--- config.mk ---
export PLATFORM = sky130hd
export DESIGN_NAME = led_blink_sequencer_core
export DESIGN_NICKNAME = d
export VERILOG_FILES = /design/src/hw/rtl/lbs_pkg.sv /design/src/hw/rtl/led_blink_sequencer_core.sv /design/src/hw/rtl/lbs_led_lane.sv
export VERILOG_INCLUDE_DIRS = /design/src /design/src/hw/rtl
export SDC_FILE = /design/constraint.sdc
export NUM_CORES = 1
export LEC_CHECK = 0
export BUFFER_PORTS_ARGS = -buffer_cell sky130_fd_sc_hd__buf_2
export CORE_ASPECT_RATIO = 2
export CORE_UTILIZATION = 50
export DETAILED_ROUTE_END_ITERATION = 6
export GPL_TIMING_DRIVEN = 0
export PLACE_DENSITY = 0.76
export SLEW_MARGIN = 40
export SYNTH_ARGS = -nofsm -noshare
export SYNTH_HDL_FRONTEND = slang
export SYNTH_HIERARCHICAL = 1
export SYNTH_SLANG_ARGS = --single-unit
export TNS_END_PERCENT = 10
--- constraint.sdc ---
create_clock -name clk -period 3.6 [get_ports clk]
set_clock_uncertainty 0.15 [all_clocks]
set_input_delay 0.72 -clock clk [delete_from_list [all_inputs] [get_ports clk]]
set_output_delay 0.72 -clock clk [all_outputs]
set_load 0.05 [all_outputs]
--- src/hw/rtl/led_blink_sequencer_core_macros.svh ---
// assertion macros for the led blink sequencer core
`ifndef LED_BLINK_SEQUENCER_CORE_MACROS_SVH
`define LED_BLINK_SEQUENCER_CORE_MACROS_SVH

// same-cycle implication, checked outside reset
`define LBS_ASSERT_NOW(label, clk, rst_n, ante, cons, msg) \
    label: assert property (@(posedge clk) disable iff (!rst_n) (ante) |-> (cons)) \
        else $error(msg);

// next-cycle implication, checked outside reset
`define LBS_ASSERT_NEXT(label, clk, rst_n, ante, cons, msg) \
    label: assert property (@(posedge clk) disable iff (!rst_n) (ante) |=> (cons)) \
        else $error(msg);

`endif

--- src/hw/rtl/lbs_pkg.sv ---
// package with types and codes of the led blink sequencer
`default_nettype none
package lbs_pkg;

    localparam int PIN_W = 2;

    localparam logic [1:0] REQ_TICK  = 2'd0;
    localparam logic [1:0] REQ_SET   = 2'd1;
    localparam logic [1:0] REQ_QUERY = 2'd2;

    localparam logic [2:0] MODE_NONE  = 3'd0;
    localparam logic [2:0] MODE_OFF   = 3'd1;
    localparam logic [2:0] MODE_ON    = 3'd2;
    localparam logic [2:0] MODE_FLASH = 3'd3;
    localparam logic [2:0] MODE_BLINK = 3'd4;

    typedef struct packed {
        logic [1:0] req_type;
        logic [7:0] led_index;
        logic [2:0] led_mode;
        logic [7:0] on_ticks;
        logic [7:0] off_ticks;
        logic [7:0] repeat_count;
    } lbs_in_t;

    typedef struct packed {
        logic [PIN_W-1:0] pin_levels;
        logic [2:0]       selected_mode;
        logic             selected_busy;
    } lbs_out_t;

    // command from the top level to one led lane
    typedef struct packed {
        logic       tick;
        logic       set;
        logic [2:0] mode;
        logic [7:0] on_ticks;
        logic [7:0] off_ticks;
        logic [7:0] repeat_count;
    } lbs_ctrl_t;

    // lane status after this transfer's update
    typedef struct packed {
        logic       lit;
        logic [2:0] mode;
        logic       busy;
    } lbs_stat_t;

endpackage
`default_nettype wire

--- src/hw/rtl/led_blink_sequencer_core.sv ---
// led blink sequencer top level: led lanes, result mux and output register
// a result is registered and appears in the cycle after its input transfer
// throughput: one request per cycle, set by the per-lane state update
// in_ready drops only while a finished result waits on a stalled output
// reset (rst_n, async, active low) clears all lane state: every led dark-mode none
// right after reset every pin reads 1 (dark) until a lamp is lit
`default_nettype none
module led_blink_sequencer_core #(
    parameter int LED_COUNT = 2
) (
    input  wire logic              clk,
    input  wire logic              rst_n,
    input  wire logic              in_valid,
    output logic                   in_ready,
    input  wire lbs_pkg::lbs_in_t  in_data,
    output logic                   out_valid,
    input  wire logic              out_ready,
    output lbs_pkg::lbs_out_t      out_data
);
    import lbs_pkg::*;

    `include "led_blink_sequencer_core_macros.svh"

    logic       accept;
    logic       is_tick;
    logic       is_set;
    lbs_ctrl_t  ctrl   [LED_COUNT];
    lbs_stat_t  stat   [LED_COUNT];
    logic [PIN_W-1:0] pins;
    lbs_out_t   res;
    logic       out_valid_reg, out_valid_next;
    lbs_out_t   out_data_reg, out_data_next;

    // the output register frees up in the same cycle it is read
    assign in_ready = !out_valid_reg || out_ready;
    assign accept   = in_valid && in_ready;

    // req code 3 and query both leave the state alone
    assign is_tick = accept && (in_data.req_type == REQ_TICK);
    assign is_set  = accept && (in_data.req_type == REQ_SET) && (in_data.led_mode <= MODE_BLINK);

    // one lane per led, all updated in parallel on a tick
    for (genvar k = 0; k < LED_COUNT; k++)
    begin : g_lane
        assign ctrl[k].tick         = is_tick;
        assign ctrl[k].set          = is_set && (in_data.led_index == 8'(k));
        assign ctrl[k].mode         = in_data.led_mode;
        assign ctrl[k].on_ticks     = in_data.on_ticks;
        assign ctrl[k].off_ticks    = in_data.off_ticks;
        assign ctrl[k].repeat_count = in_data.repeat_count;

        lbs_led_lane u_lane (
            .clk   (clk),
            .rst_n (rst_n),
            .ctrl  (ctrl[k]),
            .stat  (stat[k])
        );
    end

    // active-low pins; only the low PIN_W leds show, missing leds read 0
    for (genvar b = 0; b < PIN_W; b++)
    begin : g_pin
        if (b < LED_COUNT)
        begin : g_led
            assign pins[b] = ~stat[b].lit;
        end
        else
        begin : g_none
            assign pins[b] = 1'b0;
        end
    end

    // selected led fields; an out-of-range index selects nothing and gives zeros
    always_comb
    begin
        res.pin_levels    = pins;
        res.selected_mode = MODE_NONE;
        res.selected_busy = 1'b0;
        for (int k = 0; k < LED_COUNT; k++)
        begin
            if (in_data.led_index == 8'(k))
            begin
                res.selected_mode = stat[k].mode;
                res.selected_busy = stat[k].busy;
            end
        end
    end

    // result register
    always_comb
    begin
        out_valid_next = out_valid_reg;
        out_data_next  = out_data_reg;
        if (accept)
        begin
            out_valid_next = 1'b1;
            out_data_next  = res;
        end
        else if (out_ready)
            out_valid_next = 1'b0;
    end

    always_ff @(posedge clk or negedge rst_n)
    begin
        if (!rst_n)
            out_valid_reg <= 1'b0;
        else
            out_valid_reg <= out_valid_next;
    end

    always_ff @(posedge clk)
    begin
        out_data_reg <= out_data_next;
    end

    assign out_valid = out_valid_reg;
    assign out_data  = out_data_reg;

    // every accepted request yields a result in the next cycle
    `LBS_ASSERT_NEXT(a_result_follows, clk, rst_n, accept, out_valid,
                     "result missing after transfer")
    // a waiting result is never overwritten
    `LBS_ASSERT_NOW(a_no_overwrite, clk, rst_n, out_valid && !out_ready, !in_ready,
                    "input taken over a stalled result")
    // lanes only ever report defined modes
    `LBS_ASSERT_NOW(a_mode_legal, clk, rst_n, out_valid, out_data.selected_mode <= MODE_BLINK,
                    "selected mode out of range")

endmodule
`default_nettype wire

--- src/hw/rtl/lbs_led_lane.sv ---
// per-led state registers and their tick / set update
`default_nettype none
module lbs_led_lane (
    input  wire logic              clk,
    input  wire logic              rst_n,
    input  wire lbs_pkg::lbs_ctrl_t ctrl,
    output lbs_pkg::lbs_stat_t     stat
);
    import lbs_pkg::*;

    logic [2:0] pend_mode_reg, pend_mode_next;
    logic [7:0] pend_on_reg, pend_on_next;
    logic [7:0] pend_off_reg, pend_off_next;
    logic [7:0] pend_rep_reg, pend_rep_next;
    logic [2:0] act_mode_reg, act_mode_next;
    logic [7:0] act_on_reg, act_on_next;
    logic [7:0] act_off_reg, act_off_next;
    logic [7:0] cyc_reg, cyc_next;
    logic [7:0] timer_reg, timer_next;
    logic       lit_reg, lit_next;
    logic       on_ph_reg, on_ph_next;
    logic       hold_reg, hold_next;
    logic       run_reg, run_next;
    logic [7:0] cyc_dec;

    assign cyc_dec = cyc_reg - 8'd1;

    always_comb
    begin
        pend_mode_next = pend_mode_reg;
        pend_on_next   = pend_on_reg;
        pend_off_next  = pend_off_reg;
        pend_rep_next  = pend_rep_reg;
        act_mode_next  = act_mode_reg;
        act_on_next    = act_on_reg;
        act_off_next   = act_off_reg;
        cyc_next       = cyc_reg;
        timer_next     = timer_reg;
        lit_next       = lit_reg;
        on_ph_next     = on_ph_reg;
        hold_next      = hold_reg;
        run_next       = run_reg;

        if (ctrl.tick)
        begin
            if (pend_mode_reg != MODE_NONE && !hold_reg)
            begin
                // take over the pending command
                act_mode_next  = pend_mode_reg;
                act_on_next    = pend_on_reg;
                act_off_next   = pend_off_reg;
                cyc_next       = pend_rep_reg;
                pend_mode_next = MODE_NONE;
                if (pend_mode_reg == MODE_ON || pend_mode_reg == MODE_OFF)
                begin
                    lit_next   = (pend_mode_reg == MODE_ON);
                    timer_next = 8'd0;
                    on_ph_next = 1'b0;
                    hold_next  = 1'b0;
                    run_next   = 1'b0;
                end
                else
                begin
                    lit_next   = 1'b1;
                    timer_next = pend_on_reg;
                    on_ph_next = 1'b1;
                    hold_next  = 1'b1;
                    run_next   = 1'b1;
                end
            end
            else
            begin
                if (act_mode_reg == MODE_FLASH || act_mode_reg == MODE_BLINK)
                begin
                    timer_next = timer_reg - 8'd1;
                    if (!on_ph_reg)
                        hold_next = 1'b0;
                    if (timer_next == 8'd0)
                    begin
                        if (on_ph_reg)
                        begin
                            lit_next   = ~lit_reg;
                            on_ph_next = 1'b0;
                            timer_next = (act_off_reg != 8'd0) ? act_off_reg : 8'd1;
                        end
                        else
                        begin
                            if (cyc_reg != 8'd0)
                            begin
                                cyc_next = cyc_dec;
                                if (cyc_dec == 8'd0)
                                begin
                                    act_mode_next = MODE_OFF;
                                    run_next      = 1'b0;
                                end
                            end
                            if (act_off_reg == 8'd0)
                            begin
                                act_mode_next = MODE_OFF;
                                run_next      = 1'b0;
                            end
                            else
                            begin
                                lit_next   = ~lit_reg;
                                on_ph_next = 1'b1;
                                timer_next = act_on_reg;
                            end
                        end
                    end
                end
                // steady modes force the lamp
                if (act_mode_next == MODE_ON)
                    lit_next = 1'b1;
                else if (act_mode_next == MODE_OFF)
                    lit_next = 1'b0;
            end
        end
        else if (ctrl.set)
        begin
            pend_mode_next = ctrl.mode;
            pend_on_next   = ctrl.on_ticks;
            pend_off_next  = ctrl.off_ticks;
            pend_rep_next  = ctrl.repeat_count;
        end
    end

    always_ff @(posedge clk or negedge rst_n)
    begin
        if (!rst_n)
        begin
            pend_mode_reg <= MODE_NONE;
            pend_on_reg   <= '0;
            pend_off_reg  <= '0;
            pend_rep_reg  <= '0;
            act_mode_reg  <= MODE_NONE;
            act_on_reg    <= '0;
            act_off_reg   <= '0;
            cyc_reg       <= '0;
            timer_reg     <= '0;
            lit_reg       <= 1'b0;
            on_ph_reg     <= 1'b0;
            hold_reg      <= 1'b0;
            run_reg       <= 1'b0;
        end
        else
        begin
            pend_mode_reg <= pend_mode_next;
            pend_on_reg   <= pend_on_next;
            pend_off_reg  <= pend_off_next;
            pend_rep_reg  <= pend_rep_next;
            act_mode_reg  <= act_mode_next;
            act_on_reg    <= act_on_next;
            act_off_reg   <= act_off_next;
            cyc_reg       <= cyc_next;
            timer_reg     <= timer_next;
            lit_reg       <= lit_next;
            on_ph_reg     <= on_ph_next;
            hold_reg      <= hold_next;
            run_reg       <= run_next;
        end
    end

    // status reflects the state as it stands after this transfer
    assign stat.lit  = lit_next;
    assign stat.mode = act_mode_next;
    assign stat.busy = (pend_mode_next != MODE_NONE) || run_next;

endmodule
`default_nettype wire

; Yosys cells after proc, flatten, opt, wreduce, memory -nomap -nowiden
; Cells that the tools add are included.
[word_totals]
romBits = 0
mem_bits_rw = 0
output_inout_bits = 8
in_bits = 41
n_memories = 0
latchBits = 0
ff_bits = 139
elab_cells = 215
[op_classes]
n_addsub = 4
n_bitwise = 5
div = 0
mul = 0
n_lt_le_gt_ge = 1
n_eq_ne = 16
n_mux = 106
shift = 0
n_reduce_logical = 53
[ops]
columns = cell, count
row1 = 8-bit 2-to-1 mux, 24
row2 = 3-bit 2-to-1 mux, 26
row3 = 8-bit zero test, 7
row4 = 1-bit 2-to-1 mux, 54
row5 = 8-bit nonzero test, 4
row6 = "8-bit by 1-bit subtractor with 8-bit output, second input constant", 4
row7 = "3-bit by 2-bit equality test with 1-bit output, second input constant", 6
row8 = 2-bit nonzero test, 7
row9 = "3-bit by 1-bit equality test with 1-bit output, second input constant", 4
row10 = 2-bit AND reduction, 6
row11 = 3-bit AND reduction, 4
row12 = 3-bit nonzero test, 4
row13 = 5-bit AND reduction, 2
row14 = "8-bit by 1-bit equality test with 1-bit output, second input constant", 1
row15 = 1-bit logical AND, 8
row16 = 4-bit 2-to-1 mux, 2
row17 = 1-bit logical OR, 7
row18 = "3-bit equality test, second input constant", 2
row19 = 1-bit inverter, 5
row20 = "2-bit inequality test, second input constant", 2
row21 = "3-bit <= comparator, second input constant", 1
row22 = 1-bit zero test, 3
row23 = "2-bit by 1-bit equality test with 1-bit output, second input constant", 1
row24 = 2-bit zero test, 1

; Logic depth before layout (Yosys ltp)
[logic_depth]
ltp_word = 16
mapped_depth = 13
depth_no_buf = 11

; Hierarchy
; Netlist, hierarchy kept.
[by_module_without_submodules]
columns = module, n_inst, cells_per_inst, area_each_um2, seq_area_each_um2
row1 = lbs_led_lane at g_lane[1].u_lane, 1, 325, 3519.6, 1651.6
row2 = lbs_led_lane at g_lane[0].u_lane, 1, 336, 3473.3, 1651.6
row3 = led_blink_sequencer_core, 1, 31, 361.6, 205.2

; Least setup slack after synthesis
; OpenSTA, ideal clock, no wires.
[synth_timing]
kind = input -> register
startpoint = in out_ready
endpoint = reg out_data_reg (netlist bit out_data[0]), data pin
setup_ps = 255
required_ps = 3195
path_slack_ps = -433
n_path_buf = 2
path_stages = 10
arrival_ps = 3628
path_cell_list = nand2b_1 -> and2_1 -> nor3b_1 -> buf_2 -> and2_1 -> clkbuf_1 -> o21ai_0 -> or4_1 -> mux2i_1 -> nor2_1
[synth_lines]
columns = element, line
row1 = "start, declared", led_blink_sequencer_core.sv:17  ; input wire logic out_ready,
row2 = "end signal, assigned", led_blink_sequencer_core.sv:113  ; out_data_reg <= out_data_next;
row3 = "end, declared", led_blink_sequencer_core.sv:32  ; lbs_out_t out_data_reg, out_data_next;

==> run metrics <==
status=finished, final reports clean; gr ovfl total=0; dominant synthesized flop cell=dfrtp_1; Cell Area, Placed=between 7000 and 8000 µm²; Layout Nets=just over 800; synth unique cells=74; setup ws final=between 0.1 and 0.15 ns; area occupied by registers=approximately 3500 µm²; Crit Path Class=in -> reg; PwrDens=401 nW/µm²; cell count along the critical path=11; DRC viols=0; Syn. warnings=6; Post-Synthesis Cell Area=7350 µm²; Slew @ Worst Pin=about 0.91 ns; routed wire length=19.3 mm; EDFF count, synth=6; area of the multi-input gates=about 3600 µm²; Via density=6.09; worst path cell trace=buf_2 -> or4_4 -> or4_4 -> nor3_2 -> nor2b_1 -> buf_2 -> nand2b_1 -> o21ai_0 -> or4_1 -> mux2i_1 -> nor2_1; ANT cells=0; CP Launch Type=input port; initial antenna violation count=0; IO Count=49; largest net degree at the start of global routing=77; WHS=roughly 0.071 ns; first-pass GRT wire length=31.4 mm; Setup crit end kind=register; row count=62; fmax=approximately 290 MHz; die area=15,200 µm²; Die Width=~90 µm; share of cells above drive strength 1=27.5%; max_slew headroom=around two fifths; Seq/Total Area, Yosys=~48%; most common library cell in the layout ignoring fill and taps=dfrtp_1; max cap viols=0; Critical Path Max Stage Delay=0.52 ns; Final Max Slew Viols=0; CTS tree=yes; Detailed Place HPWL=14.3 mm; CP bufs+invs=2; post-route ant nets=0; Area growth syn-to-layout=15.2%; Hold Path Class=in -> async; I/O Buffers=47; Post-Layout Cell Count=963; Inst Count DP=between 900 and 1,000; CTS Buf Count=17; vias=5,864; IR drop worst, VDD=307 µV; R2R depth=10; Max Root-Sink Buffers=2; FF+latch count, synth=139; overall routing resource usage=27.2%; Top delay family on crit path=simple AND/OR/NAND/NOR gates; unrepaired setup endpoints after global routing=no; H-tree Lvls=4; setup TNS=0 ns; Critical Path RT=roughly 3.6 ns; Worst-Skew Late Latency=between 0.4 and 0.5 ns; Crit path arrival time=roughly 3.5 ns; Cells after Synth=692; postcts setup bufs=0; commonest cells after routing, fill and taps aside=dfrtp_1 (132), mux2_2 (81), o21ai_0 (53); clk slew on worst S/H paths=0.06 ns; WL/cell=20.1 µm; drt pass-1 iters=5; Die Ht=174 µm; Avg Cell Area, Syn=10.6 µm²; fin area=approximately 8500 µm²; Synth Net Count=741; post-place setup slack=-0.504 ns; Final Cycle Share=96.7%; vias in the first global route=~6,200; minimum clock period=3.48 ns; core area=about 14,000 µm²; Final Hold Vio Count=0; Leak=3.75 nW; Sink Count=139; CP max-delay cell=or4_4; # fillers=1,166; Initial DRC Count=approximately 380; asr flop ratio synth=between 90% and 100%; Root Buffer=clkbuf_16; critical path fanouts, max=8; placer congestion estimate=a little under 1; Starting Density=51.2%; final setup vio count=0
-- kinds of logic after synthesis --
family / count (synthesis) / synth area share, %
AND/OR/NAND/NOR: 201 / 15.6
adder cells (fa/ha/maj): 8 / 1.36
buffers and inverters: 60 / 3.59
multiplexers: 91 / 13.8
XOR/XNOR: 12 / 1.53
AO/OA/AOI/OAI: 181 / 16.5
flip-flops: 139 / 47.7
-- final timing paths --
path,slack [ns],endpoint,from
max in group asynchronous,2.49,g_lane[0].u_lane/pend_rep_reg[4],rst_n
min in group clk,0.35,g_lane[0].u_lane/timer_reg[7],g_lane[0].u_lane/timer_reg[7]
worst min register to register,0.35,g_lane[0].u_lane/timer_reg[7],g_lane[0].u_lane/timer_reg[7]
worst min-delay path,0.07,g_lane[1].u_lane/lit_reg,rst_n
worst max-delay path,0.12,out_data[0],in_data[32]
worst max register to register,0.22,out_data[0],g_lane[0].u_lane/timer_reg[3]
-- routing by layer --
| layer | part of all wire (%) | vias to the layer above | track usage [%] |
|---|---|---|---|
| li1 | - | 2675 | - |
| met2 | 54 | 210 | 47.3 |
| met3 | 3.6 | 81 | 4.43 |
| met1 | 35 | 2898 | 28.1 |
| met5 | 0 | - | 0 |
| met4 | 7.7 | 0 | 20.6 |
-- metrics by stage --
step                      total power [mW]  util [%]
after global placement                1.80      54.7
after CTS                             3.44      58.9
after detailed placement              1.81      55.0
final                                 3.40      59.0
after global routing                  3.53      59.0
after floorplan                       1.72         -
-- cells in the mapped netlist, drive strengths merged (8+ instances only) --
cell / count / area (µm²)
nor2: 45 / 190
nor4: 15 / 130
mux2: 81 / 912
nor3: 20 / 105
buf: 17 / 103
ha: 8 / 100
clkbuf: 24 / 90.1
dfrtp: 133 / 3330
or4: 8 / 75.1
nand2: 46 / 173
inv: 19 / 71.3
o21ai: 68 / 348
mux2i: 10 / 100
a22o: 9 / 78.8
a22oi: 14 / 105
nand2b: 13 / 81.3
nand3: 8 / 40.0
a21oi: 41 / 205
or3: 9 / 56.3
-- power breakdown --
part	total, mW	internal [mW]	switching, mW	leakage (nW)
combinational	0.178	0.0631	0.115	1.61
clock	1.62	0.913	0.707	0.273
sequential	1.60	1.59	0.0132	1.86
total	3.40	2.57	0.835	3.75
-- repair_timing --
action                                  4_1_cts  5_1_grt
resized for setup                             3        8
hold buffers                                  0        0
endpoints found under the setup margin        2        9
-- layout make-up --
type	count	area share (%)
clock inverter	14	1.33
timing repair buffer	48	3.22
inverter	19	0.842
buffer	40	2.27
sequential	139	41.4
multi-input combinational	493	42.9
tap	192	2.83
clock buffer	18	5.18
Power figures use the tool's default switching activity.
